==> config.mk <==
export PLATFORM = sky130hd
export DESIGN_NAME = xml_entity_decoder_top
export DESIGN_NICKNAME = d
export VERILOG_FILES = /design/src/rtl/core/xed_pkg.sv /design/src/rtl/core/xml_entity_decoder_top.sv /design/src/rtl/core/xed_ram.sv /design/src/rtl/core/xed_dp.sv /design/src/rtl/core/xed_ctrl.sv
export SDC_FILE = /design/constraint.sdc
export NUM_CORES = 1
export LEC_CHECK = 0
export BUFFER_PORTS_ARGS = -buffer_cell sky130_fd_sc_hd__buf_4
export CORE_ASPECT_RATIO = 0.75
export CORE_MARGIN = 3
export CORE_UTILIZATION = 25
export CTS_CLUSTER_DIAMETER = 30
export DETAILED_ROUTE_END_ITERATION = 7
export SYNTH_ARGS = -nofsm -noshare
export SYNTH_HDL_FRONTEND = slang
export SYNTH_SLANG_ARGS = --single-unit
==> constraint.sdc <==
create_clock -name i_clk -period 13.6 [get_ports i_clk]
set_clock_uncertainty 0.2 [all_clocks]
set_input_delay 1.36 -clock i_clk [delete_from_list [all_inputs] [get_ports i_clk]]
set_output_delay 1.36 -clock i_clk [all_outputs]
set_load 0.05 [all_outputs]
==> src/rtl/core/xed_pkg.sv <==
// ----------------------------------------------------------------------------
// xed_pkg
// Shared types, constants and functions of the XML character reference decoder.
// ----------------------------------------------------------------------------
package xed_pkg;

    localparam int WINDOW = 16;

    localparam logic [7:0] CH_AMP  = 8'h26;
    localparam logic [7:0] CH_SEMI = 8'h3B;
    localparam logic [7:0] CH_HASH = 8'h23;
    localparam logic [7:0] CH_X_LO = 8'h78;
    localparam logic [7:0] CH_X_UP = 8'h58;

    localparam int NNAMES = 6;

    localparam logic [20:0] CP_MAX = 21'h10FFFF;
    localparam logic [20:0] SUR_LO = 21'h00D800;
    localparam logic [20:0] SUR_HI = 21'h00DFFF;

    typedef enum logic [2:0] {
        S_IDLE, S_RD, S_PROC, S_REP, S_FRD, S_FEM, S_FIN
    } t_state;

    typedef enum logic [2:0] {
        ACT_NONE, ACT_START, ACT_EMIT, ACT_APPEND, ACT_ACCEPT, ACT_REJECT
    } t_act;

    typedef struct packed {
        logic accept_in;
        logic rd_scan;
        t_act act;
        logic rep_push;
        logic fl_rd;
        logic fl_push;
        logic fl_end;
        logic fin_push;
    } t_cmd;

    typedef struct packed {
        logic q_empty;
        logic pc_zero;
        logic pc_full;
        logic b_amp;
        logic b_semi;
        logic dec_ok;
        logic can_push;
        logic out_free;
        logic hold_valid;
        logic rep_done;
        logic fl_done;
        logic eot;
    } t_sts;

    typedef struct packed {
        logic [2:0]  len;
        logic [31:0] b;
    } t_utf8;

    typedef struct packed {
        logic       ok;
        logic [3:0] d;
    } t_digit;

    // Names left aligned in 32 bits, first character in the top byte.
    function automatic logic [31:0] name_str(input int idx);
        logic [31:0] s;
        case (idx)
            0:       s = {"amp", 8'h00};
            1:       s = {"lt", 16'h0000};
            2:       s = {"gt", 16'h0000};
            3:       s = "quot";
            4:       s = "apos";
            5:       s = "nbsp";
            default: s = '0;
        endcase
        return s;
    endfunction

    function automatic logic [2:0] name_len(input int idx);
        logic [2:0] l;
        case (idx)
            0:       l = 3'd3;
            1, 2:    l = 3'd2;
            3, 4, 5: l = 3'd4;
            default: l = 3'd0;
        endcase
        return l;
    endfunction

    function automatic logic [7:0] name_char(input int idx, input logic [1:0] k);
        logic [31:0] s;
        s = name_str(idx);
        return s[8 * (3 - int'(k)) +: 8];
    endfunction

    function automatic logic [20:0] name_code(input int idx);
        logic [20:0] c;
        case (idx)
            0:       c = 21'h26;
            1:       c = 21'h3C;
            2:       c = 21'h3E;
            3:       c = 21'h22;
            4:       c = 21'h27;
            5:       c = 21'hA0;
            default: c = '0;
        endcase
        return c;
    endfunction

    function automatic t_digit digit_val(input logic [7:0] c, input logic hex);
        t_digit r;
        r.ok = 1'b0;
        r.d  = '0;
        if (c >= "0" && c <= "9") begin
            r.ok = 1'b1;
            r.d  = 4'(c - "0");
        end else if (hex && c >= "a" && c <= "f") begin
            r.ok = 1'b1;
            r.d  = 4'(c - "a" + 8'd10);
        end else if (hex && c >= "A" && c <= "F") begin
            r.ok = 1'b1;
            r.d  = 4'(c - "A" + 8'd10);
        end
        return r;
    endfunction

    // Byte 0 of the encoding sits in the lowest bits.
    function automatic t_utf8 utf8_enc(input logic [20:0] cp);
        t_utf8 r;
        r.b = '0;
        if (cp < 21'h80) begin
            r.len = 3'd1;
            r.b[7:0] = cp[7:0];
        end else if (cp < 21'h800) begin
            r.len = 3'd2;
            r.b[7:0]  = {3'b110, cp[10:6]};
            r.b[15:8] = {2'b10, cp[5:0]};
        end else if (cp < 21'h10000) begin
            r.len = 3'd3;
            r.b[7:0]   = {4'b1110, cp[15:12]};
            r.b[15:8]  = {2'b10, cp[11:6]};
            r.b[23:16] = {2'b10, cp[5:0]};
        end else begin
            r.len = 3'd4;
            r.b[7:0]   = {5'b11110, cp[20:18]};
            r.b[15:8]  = {2'b10, cp[17:12]};
            r.b[23:16] = {2'b10, cp[11:6]};
            r.b[31:24] = {2'b10, cp[5:0]};
        end
        return r;
    endfunction

endpackage

==> src/rtl/core/xml_entity_decoder_top.sv <==
// ----------------------------------------------------------------------------
// xml_entity_decoder_top
// Streaming XML character reference decoder with UTF-8 output.
// ----------------------------------------------------------------------------
// Input beats on the s_axis channel carry one text byte each; tlast marks the
// final byte of a text. Output beats on m_axis carry decoded bytes; tlast is
// set on the last byte caused by an input beat and tuser on the last byte of
// the decoded text. An input beat may cause no output beat at all.
// References (amp, lt, gt, quot, apos, nbsp, decimal and hex numeric) are
// replaced by their UTF-8 bytes; a rejected reference passes its ampersand
// and the bytes behind it are scanned again.
// One byte is taken at a time. After a plain byte is accepted, the block
// reads and scans it, reads again to find the queue empty and releases the
// held output byte before it takes the next one. Every byte scanned again
// adds a read and a scan step, every replacement byte a push step and every
// flushed byte a read and a push step. The scan loop reads the byte buffer
// through its single registered read port. The newest byte is held back
// until the step ends.
// Reset empties the buffer and output stage; no clearing pass is needed.
// When the receiver stalls, the block holds its output beat and waits at
// its next byte push until space frees up; s_axis_tready stays low meanwhile.
// ----------------------------------------------------------------------------
module xml_entity_decoder_top #(
    parameter int WINDOW = xed_pkg::WINDOW
) (
    input  logic       i_clk,
    input  logic       i_rst_n,
    input  logic       s_axis_tvalid,
    output logic       s_axis_tready,
    input  logic [7:0] s_axis_tdata,   // [7:0] in_byte
    input  logic       s_axis_tlast,
    output logic       m_axis_tvalid,
    input  logic       m_axis_tready,
    output logic [7:0] m_axis_tdata,   // [7:0] out_byte
    output logic       m_axis_tlast,
    output logic       m_axis_tuser    // [0] text_done
);

    xed_pkg::t_cmd cmd;
    xed_pkg::t_sts sts;

    xed_ctrl u_ctrl (
        .i_clk      (i_clk),
        .i_rst_n    (i_rst_n),
        .i_in_valid (s_axis_tvalid),
        .o_in_ready (s_axis_tready),
        .i_sts      (sts),
        .o_cmd      (cmd)
    );

    xed_dp #(.WINDOW(WINDOW)) u_dp (
        .i_clk       (i_clk),
        .i_rst_n     (i_rst_n),
        .i_cmd       (cmd),
        .o_sts       (sts),
        .i_byte      (s_axis_tdata),
        .i_last      (s_axis_tlast),
        .o_out_valid (m_axis_tvalid),
        .i_out_ready (m_axis_tready),
        .o_out_byte  (m_axis_tdata),
        .o_out_last  (m_axis_tlast),
        .o_out_done  (m_axis_tuser)
    );

endmodule

==> src/rtl/core/xed_ram.sv <==
// ----------------------------------------------------------------------------
// xed_ram
// Generic single write, single read RAM with a registered read port.
// ----------------------------------------------------------------------------
module xed_ram #(
    parameter int W = 8,
    parameter int D = 32
) (
    input  logic                 i_clk,
    input  logic                 i_we,
    input  logic [$clog2(D)-1:0] i_waddr,
    input  logic [W-1:0]         i_wdata,
    input  logic                 i_re,
    input  logic [$clog2(D)-1:0] i_raddr,
    output logic [W-1:0]         o_rdata
);

    logic [W-1:0] r_mem [D];
    logic [W-1:0] r_rdata;

    always_ff @(posedge i_clk) begin
        if (i_we) begin
            r_mem[i_waddr] <= i_wdata;
        end
        if (i_re) begin
            r_rdata <= r_mem[i_raddr];
        end
    end

    assign o_rdata = r_rdata;

endmodule

==> src/rtl/core/xed_dp.sv <==
// ----------------------------------------------------------------------------
// xed_dp
// Datapath: byte buffer, pointers, reference decoder, hold and output stage.
// ----------------------------------------------------------------------------
module xed_dp #(
    parameter int WINDOW = xed_pkg::WINDOW
) (
    input  logic          i_clk,
    input  logic          i_rst_n,
    input  xed_pkg::t_cmd i_cmd,
    output xed_pkg::t_sts o_sts,
    input  logic [7:0]    i_byte,
    input  logic          i_last,
    output logic          o_out_valid,
    input  logic          i_out_ready,
    output logic [7:0]    o_out_byte,
    output logic          o_out_last,
    output logic          o_out_done
);

    localparam int PW = $clog2(WINDOW + 1);
    localparam int D  = 1 << PW;
    localparam int QW = $clog2(WINDOW + 2);

    // The buffer holds the pending reference from r_h (r_pc bytes) followed by
    // the bytes still to be scanned (r_qn bytes).
    logic [PW-1:0] r_h, r_tail, r_pc, r_fcnt;
    logic [QW-1:0] r_qn;
    logic          r_eot;
    logic [7:0]    b;
    logic [PW-1:0] scan_addr, rd_addr;
    logic          re;

    // Decoder state of the pending reference.
    logic [xed_pkg::NNAMES-1:0] r_nm;
    logic                       r_num, r_hex, r_dig, r_err;
    logic [20:0]                r_val;

    logic [31:0] r_rep;
    logic [2:0]  r_rlen;
    logic [1:0]  r_ridx;

    logic        r_hold_v, r_out_v, r_out_last, r_out_td;
    logic [7:0]  r_hold, r_out_b;

    logic [PW-1:0]  k, nlen;
    logic [24:0]    nv;
    xed_pkg::t_digit dg;
    logic           named_ok, num_ok, out_free, push_en;
    logic [7:0]     push_byte;
    logic [20:0]    cp;
    xed_pkg::t_utf8 enc;

    assign scan_addr = r_h + r_pc;
    assign re        = i_cmd.rd_scan | i_cmd.fl_rd;
    assign rd_addr   = i_cmd.fl_rd ? (r_h + r_fcnt) : scan_addr;

    xed_ram #(.W(8), .D(D)) u_ram (
        .i_clk   (i_clk),
        .i_we    (i_cmd.accept_in),
        .i_waddr (r_tail),
        .i_wdata (i_byte),
        .i_re    (re),
        .i_raddr (rd_addr),
        .o_rdata (b)
    );

    assign k    = r_pc - PW'(1);
    assign nlen = r_pc - PW'(1);
    assign dg   = xed_pkg::digit_val(b, r_hex);
    assign nv   = r_hex ? ({4'b0, r_val} << 4) + 25'(dg.d)
                        : ({4'b0, r_val} << 3) + ({4'b0, r_val} << 1) + 25'(dg.d);

    always_comb begin
        named_ok = 1'b0;
        cp       = r_val;
        for (int j = 0; j < xed_pkg::NNAMES; j++) begin
            if (r_nm[j] && nlen == PW'(xed_pkg::name_len(j))) begin
                named_ok = 1'b1;
                cp       = xed_pkg::name_code(j);
            end
        end
    end

    assign num_ok = r_num && !r_err && r_dig && (r_val != '0)
                    && !(r_val >= xed_pkg::SUR_LO && r_val <= xed_pkg::SUR_HI);
    assign enc    = xed_pkg::utf8_enc(cp);

    assign out_free = !r_out_v || i_out_ready;

    always_comb begin
        push_en   = 1'b0;
        push_byte = b;
        if (i_cmd.act == xed_pkg::ACT_EMIT) begin
            push_en = 1'b1;
        end else if (i_cmd.act == xed_pkg::ACT_REJECT) begin
            push_en   = 1'b1;
            push_byte = xed_pkg::CH_AMP;
        end else if (i_cmd.rep_push) begin
            push_en   = 1'b1;
            push_byte = r_rep[8 * int'(r_ridx) +: 8];
        end else if (i_cmd.fl_push) begin
            push_en = 1'b1;
        end
    end

    always_ff @(posedge i_clk) begin
        if (!i_rst_n) begin
            r_h      <= '0;
            r_tail   <= '0;
            r_pc     <= '0;
            r_qn     <= '0;
            r_fcnt   <= '0;
            r_eot    <= 1'b0;
            r_ridx   <= '0;
            r_hold_v <= 1'b0;
            r_out_v  <= 1'b0;
        end else begin
            if (i_cmd.accept_in) begin
                r_tail <= r_tail + PW'(1);
                r_qn   <= r_qn + QW'(1);
                r_eot  <= i_last;
                r_fcnt <= '0;
            end
            case (i_cmd.act)
                xed_pkg::ACT_START: begin
                    r_pc <= PW'(1);
                    r_qn <= r_qn - QW'(1);
                end
                xed_pkg::ACT_EMIT: begin
                    r_h  <= r_h + PW'(1);
                    r_qn <= r_qn - QW'(1);
                end
                xed_pkg::ACT_APPEND: begin
                    r_pc <= r_pc + PW'(1);
                    r_qn <= r_qn - QW'(1);
                end
                xed_pkg::ACT_ACCEPT: begin
                    r_h    <= r_h + r_pc + PW'(1);
                    r_pc   <= '0;
                    r_qn   <= r_qn - QW'(1);
                    r_ridx <= '0;
                end
                xed_pkg::ACT_REJECT: begin
                    // The bytes after the ampersand go back in front of the queue.
                    r_h  <= r_h + PW'(1);
                    r_pc <= '0;
                    r_qn <= r_qn + QW'(r_pc) - QW'(1);
                end
                default: ;
            endcase
            if (i_cmd.rep_push) begin
                r_ridx <= r_ridx + 2'd1;
            end
            if (i_cmd.fl_rd) begin
                r_fcnt <= r_fcnt + PW'(1);
            end
            if (i_cmd.fl_end) begin
                r_h  <= r_h + r_pc;
                r_pc <= '0;
            end
            // One byte is held back so that the last byte of a run is known.
            if (push_en) begin
                if (r_hold_v) begin
                    r_out_v    <= 1'b1;
                    r_out_b    <= r_hold;
                    r_out_last <= 1'b0;
                    r_out_td   <= 1'b0;
                end else if (r_out_v && i_out_ready) begin
                    r_out_v <= 1'b0;
                end
                r_hold   <= push_byte;
                r_hold_v <= 1'b1;
            end else if (i_cmd.fin_push) begin
                r_out_v    <= 1'b1;
                r_out_b    <= r_hold;
                r_out_last <= 1'b1;
                r_out_td   <= r_eot;
                r_hold_v   <= 1'b0;
            end else if (r_out_v && i_out_ready) begin
                r_out_v <= 1'b0;
            end
        end
    end

    always_ff @(posedge i_clk) begin
        if (i_cmd.act == xed_pkg::ACT_START) begin
            r_nm  <= '1;
            r_num <= 1'b0;
            r_hex <= 1'b0;
            r_dig <= 1'b0;
            r_err <= 1'b0;
            r_val <= '0;
        end else if (i_cmd.act == xed_pkg::ACT_APPEND) begin
            for (int j = 0; j < xed_pkg::NNAMES; j++) begin
                r_nm[j] <= r_nm[j] && (k < PW'(xed_pkg::name_len(j)))
                           && (b == xed_pkg::name_char(j, k[1:0]));
            end
            if (k == '0) begin
                r_num <= (b == xed_pkg::CH_HASH);
            end else if (r_num && !r_err) begin
                if (k == PW'(1) && (b == xed_pkg::CH_X_LO || b == xed_pkg::CH_X_UP)) begin
                    r_hex <= 1'b1;
                end else if (!dg.ok || nv > 25'(xed_pkg::CP_MAX)) begin
                    r_err <= 1'b1;
                end else begin
                    r_val <= nv[20:0];
                    r_dig <= 1'b1;
                end
            end
        end
        if (i_cmd.act == xed_pkg::ACT_ACCEPT) begin
            r_rep  <= enc.b;
            r_rlen <= enc.len;
        end
    end

    assign o_sts.q_empty    = (r_qn == '0);
    assign o_sts.pc_zero    = (r_pc == '0);
    assign o_sts.pc_full    = (r_pc == PW'(WINDOW));
    assign o_sts.b_amp      = (b == xed_pkg::CH_AMP);
    assign o_sts.b_semi     = (b == xed_pkg::CH_SEMI);
    assign o_sts.dec_ok     = named_ok || num_ok;
    assign o_sts.can_push   = !r_hold_v || out_free;
    assign o_sts.out_free   = out_free;
    assign o_sts.hold_valid = r_hold_v;
    assign o_sts.rep_done   = ({1'b0, r_ridx} == r_rlen - 3'd1);
    // r_fcnt counts the bytes already read, so the last one is in b when it
    // reaches the pending count.
    assign o_sts.fl_done    = (r_fcnt == r_pc);
    assign o_sts.eot        = r_eot;

    assign o_out_valid = r_out_v;
    assign o_out_byte  = r_out_b;
    assign o_out_last  = r_out_last;
    assign o_out_done  = r_out_td;

    a_pc_window: assert property (@(posedge i_clk) disable iff (!i_rst_n)
        int'(r_pc) <= WINDOW)
        else $error("pending count above window");

    a_held_total: assert property (@(posedge i_clk) disable iff (!i_rst_n)
        int'(r_pc) + int'(r_qn) <= WINDOW + 1)
        else $error("buffer holds more bytes than it can");

    a_ptr_sum: assert property (@(posedge i_clk) disable iff (!i_rst_n)
        r_tail == r_h + r_pc + PW'(r_qn))
        else $error("buffer pointers disagree");

endmodule

==> src/rtl/core/xed_ctrl.sv <==
// ----------------------------------------------------------------------------
// xed_ctrl
// Controller: sequences accept, scan, replace, reject and flush steps.
// ----------------------------------------------------------------------------
module xed_ctrl (
    input  logic          i_clk,
    input  logic          i_rst_n,
    input  logic          i_in_valid,
    output logic          o_in_ready,
    input  xed_pkg::t_sts i_sts,
    output xed_pkg::t_cmd o_cmd
);

    xed_pkg::t_state r_state, n_state;

    always_ff @(posedge i_clk) begin
        if (!i_rst_n) begin
            r_state <= xed_pkg::S_IDLE;
        end else begin
            r_state <= n_state;
        end
    end

    always_comb begin
        n_state    = r_state;
        o_cmd      = '0;
        o_cmd.act  = xed_pkg::ACT_NONE;
        o_in_ready = 1'b0;
        case (r_state)
            xed_pkg::S_IDLE: begin
                o_in_ready = 1'b1;
                if (i_in_valid) begin
                    o_cmd.accept_in = 1'b1;
                    n_state = xed_pkg::S_RD;
                end
            end
            xed_pkg::S_RD: begin
                if (!i_sts.q_empty) begin
                    o_cmd.rd_scan = 1'b1;
                    n_state = xed_pkg::S_PROC;
                end else if (i_sts.eot && !i_sts.pc_zero) begin
                    n_state = xed_pkg::S_FRD;
                end else begin
                    n_state = xed_pkg::S_FIN;
                end
            end
            xed_pkg::S_PROC: begin
                if (i_sts.pc_zero) begin
                    if (i_sts.b_amp) begin
                        o_cmd.act = xed_pkg::ACT_START;
                        n_state = xed_pkg::S_RD;
                    end else if (i_sts.can_push) begin
                        o_cmd.act = xed_pkg::ACT_EMIT;
                        n_state = xed_pkg::S_RD;
                    end
                end else if (i_sts.b_semi && i_sts.dec_ok) begin
                    o_cmd.act = xed_pkg::ACT_ACCEPT;
                    n_state = xed_pkg::S_REP;
                end else if (!i_sts.b_semi && !i_sts.pc_full) begin
                    o_cmd.act = xed_pkg::ACT_APPEND;
                    n_state = xed_pkg::S_RD;
                end else if (i_sts.can_push) begin
                    o_cmd.act = xed_pkg::ACT_REJECT;
                    n_state = xed_pkg::S_RD;
                end
            end
            xed_pkg::S_REP: begin
                if (i_sts.can_push) begin
                    o_cmd.rep_push = 1'b1;
                    if (i_sts.rep_done) begin
                        n_state = xed_pkg::S_RD;
                    end
                end
            end
            xed_pkg::S_FRD: begin
                o_cmd.fl_rd = 1'b1;
                n_state = xed_pkg::S_FEM;
            end
            xed_pkg::S_FEM: begin
                if (i_sts.can_push) begin
                    o_cmd.fl_push = 1'b1;
                    if (i_sts.fl_done) begin
                        o_cmd.fl_end = 1'b1;
                        n_state = xed_pkg::S_FIN;
                    end else begin
                        n_state = xed_pkg::S_FRD;
                    end
                end
            end
            xed_pkg::S_FIN: begin
                if (!i_sts.hold_valid) begin
                    n_state = xed_pkg::S_IDLE;
                end else if (i_sts.out_free) begin
                    o_cmd.fin_push = 1'b1;
                    n_state = xed_pkg::S_IDLE;
                end
            end
            default: n_state = xed_pkg::S_IDLE;
        endcase
    end

    a_idle_no_work: assert property (@(posedge i_clk) disable iff (!i_rst_n)
        (r_state == xed_pkg::S_IDLE) |-> i_sts.q_empty && !i_sts.hold_valid)
        else $error("idle with work left");

    a_flush_needs_eot: assert property (@(posedge i_clk) disable iff (!i_rst_n)
        (r_state == xed_pkg::S_FRD) |-> i_sts.eot && !i_sts.pc_zero)
        else $error("flush without end of text");

    a_accept_then_emit: assert property (@(posedge i_clk) disable iff (!i_rst_n)
        (o_cmd.act == xed_pkg::ACT_ACCEPT) |=> (r_state == xed_pkg::S_REP))
        else $error("replacement not emitted after accept");

endmodule

==> run summary <==
Status - finished, final reports clean
Cells after synthesis - 1812
Net Sw Frac - 32.60%
Setup repair bufs after CTS - 0
Die height - 249.2 µm
Final instance area - 0.02287 mm²
Most frequent cells in the layout - 313 x edfxtp_1, 265 x nand2_1, 114 x nor2_1, 100 x a211oi_1, 86 x a21oi_1
Period Utilization, post-route - 42.41%
EDFF count, synth - 313
Core area - 0.07751 mm²
Flops & latches, synth - 377
WL met2 - 21.28 mm
Clk buf depth - 3
DRT Pass-1 Iters - 7
HP Class - flop to flop
Initial Util - 25.44%
Final hold viol count - 0
Syn_nets - 1906
Biggest area consumer among synthesized cells - edfxtp_1
Power share of the combinational group - 22.9%
Buffers on Ports - 24
Setup TNS - 0 ps
Post-route setup slack - 7833 ps
Row cnt - 88
Post-Route WL - 51.18 mm
Post-synthesis sequential area ratio - 54.16%
Cell Pwr Density - 165.6 mW/mm²
Vias/cell - 5.074
Post-CTS Resized - 0
Max Clk Rate - 173.4 MHz
Fraction of power consumed by sequential logic - 37.1%
Critical Path AT - 6080 ps
Crit-path max FO - 22
Antenna Violating Nets Remaining - 0
Max_cap viols - 0
Ys Warns - 0
Synth top area cells - edfxtp_1 48%, dfxtp_1 6.5%, nand2_1 5.0%, ha_1 4.8%, a211oi_1 3.8%
DRT met1 WL - 25.10 mm
Synth cell types - 93
RSZ-0062 raised after global routing - no
Gr usage total - 12.10%
Synth top area share - 47.66%
WL/cell - 17.79 µm
Initial DRC Count - 1325
Worst setup SP type - flop
Die area - 0.08232 mm²
Crit path time final - 5767 ps
Post-synthesis cell area - 0.01972 mm²
CP endpoint kind - flop
Chip width - 330.3 µm
Worst-margin pin slew - 1026 ps
CTS Buf Count - 55
Worst vdd ir - 0.0001043 V
Global-route wire length before repair - 80.44 mm
Pint - 2552 µW
P_sw - 1234 µW
Ant. Diodes - 0
Req. time, crit path - 13920 ps
Setup WS pre-CTS - 7891 ps
CTS tree - yes
Via count - 14600
Max Used Layer - met4
Initial antenna violation count - 0
Clock Latency Late Sink - 620 ps
Kind of critical path - flop to flop
H-Tree Depth - 2
Placed Cells - 2774
GRT overflow - 0
Leakage - 0.008061 µW
Remaining DRCs - 0
Placed cell areas - 0.02089 mm²
Fin. max-slew vios - 0
Synthesized area per cell - 10.88 µm²
Final nets - 1890
Commonest non-fill, non-tap cell in the layout - edfxtp_1
FFs w/ async S/R, synth - 0%
Clock tree sinks - 377
Root Driver - clkbuf_16
Post-Layout Cell Count - 2877
Layout cells sized above 1 - 9.826%
IO Count - 25
Routed wl met3 - 4.103 mm
Area grow syn2layout - 15.98%
Hold_buf cts - 0
Clock group share of total power - 40.0%
Final setup fails - 0
Vias in the first global route - 13940
RePlAce Congestion - 0.8912
Detailed placer's ending HPWL - 33.52 mm
Max transition margin - 31.63%
Most used DFF post-synth - edfxtp_1
Worst-path clk slew - 50 ps
Largest net degree at the start of global routing - 73
synthesized netlist by cell type, drive strengths merged (6+ instances only):
cell    number
nor2       117
nor4         9
nor3        20
and2        77
nor3b        6
a21o        28
inv         43
o21ai       71
mux4         7
o31ai        8
buf         26
dfxtp       64
fa           6
xor2        22
clkbuf      85
nand2b      17
o21a        13
nand3       38
o22ai        8
mux2i       33
ha          75
a22oi        9
a211oi     103
nand2      265
or3          9
nor2b       13
edfxtp     313
a21oi       89
a31oi       48
nand3b       6
o211ai      14
nand4       12
a311oi      33
and3        13
xnor2       25
kinds of logic (layout without fill, tap and decap cells):
kind of cell               count (synthesis)  in the layout  share of synthesized area [%]
and+or+nand+nor                          625            625                          15.37
AOI/OAI and AO/OA                        485            485                          17.24
muxes                                     43             43                          2.646
xor gates and xnor gates                  47             47                          2.087
DFF                                      377            377                          54.16
adders and majority gates                 81             81                          5.368
buffers and inverters                    154            184                          3.134
path summary, 6_finish.rpt:
path                                            start                 end  slack [ps]  cells after the start
worst max register to register  u_dp.u_ram.o_rdata[0]       u_dp.r_val[8]        7830                     19
worst min-delay path                   u_dp.r_hold[7]  u_dp.o_out_byte[7]         220                      0
worst max-delay path            u_dp.u_ram.o_rdata[0]       u_dp.r_val[8]        7830                     19
worst min register to register         u_dp.r_hold[7]  u_dp.o_out_byte[7]         220                      0
flip-flops by register name (all words and copies together) (netlist names), 2 cells and up:
signal              count
u_dp.r_rep             29
u_ctrl.r_state          3
u_dp.r_h                5
u_dp.r_fcnt             5
u_dp.r_val             21
u_dp.r_rlen             2
u_dp.u_ram.o_rdata      8
u_dp.r_hold             8
u_dp.r_qn               5
u_dp.o_out_byte         8
u_dp.u_ram.r_mem      256
u_dp.r_nm               6
u_dp.r_tail             5
u_dp.r_ridx             2
u_dp.r_pc               5
per-stage QoR:
stage	util (%)	hold slack (ps)	total power, µW
after floorplan	-	200.3	2003
after global placement	26.95	205.4	2262
after detailed placement	26.95	205.2	2280
after CTS	29.51	218.7	3799
after global routing	29.51	221.5	3964
final	29.51	215.8	3786
area by class of cell:
| cell class | instances | area [µm²] |
|---|---|---|
| Tap cell | 1035 | 1295 |
| Multi-Input combinational cell | 1281 | 8468 |
| Fill cell | 7874 | 54640 |
| Clock inverter | 41 | 546.8 |
| Sequential cell | 377 | 10680 |
| Clock buffer | 62 | 1434 |
| Inverter | 43 | 161.4 |
| Timing Repair Buffer | 38 | 285.3 |
critical path, cell delays in order (launching register included):
cell and delay, ps:
edfxtp_1 620, inv_1 200, ha_1 290, inv_1 60
o311ai_0 100, a31oi_1 480, nor4b_1 300, a21o_1 150
ha_1 230, ha_1 250, inv_1 90, fa_1 220
nor2b_1 90, o31a_1 290, o41ai_4 400, a211oi_1 160
a211oi_1 410, nor3_4 100, o2111ai_4 770, mux2i_1 270
metal layers:
| metal | vias up | GRT usage [%] |
|---|---|---|
| li1 | 6796 | - |
| met2 | 589 | 17.04 |
| met1 | 7142 | 18.75 |
| met5 | - | 0 |
| met3 | 70 | 2.745 |
| met4 | 0 | 2.293 |
power by group through the flow:
stage | Combinational (µW) | Clock, µW | Sequential, µW
2_1_floorplan | 612 | 0 | 1390
3_3_place_gp | 839 | 0 | 1420
3_5_place_dp | 852 | 0 | 1430
4_1_cts | 856 | 1540 | 1410
5_1_grt | 950 | 1600 | 1420
6_report | 867 | 1510 | 1410
Power figures use the tool's default switching activity.
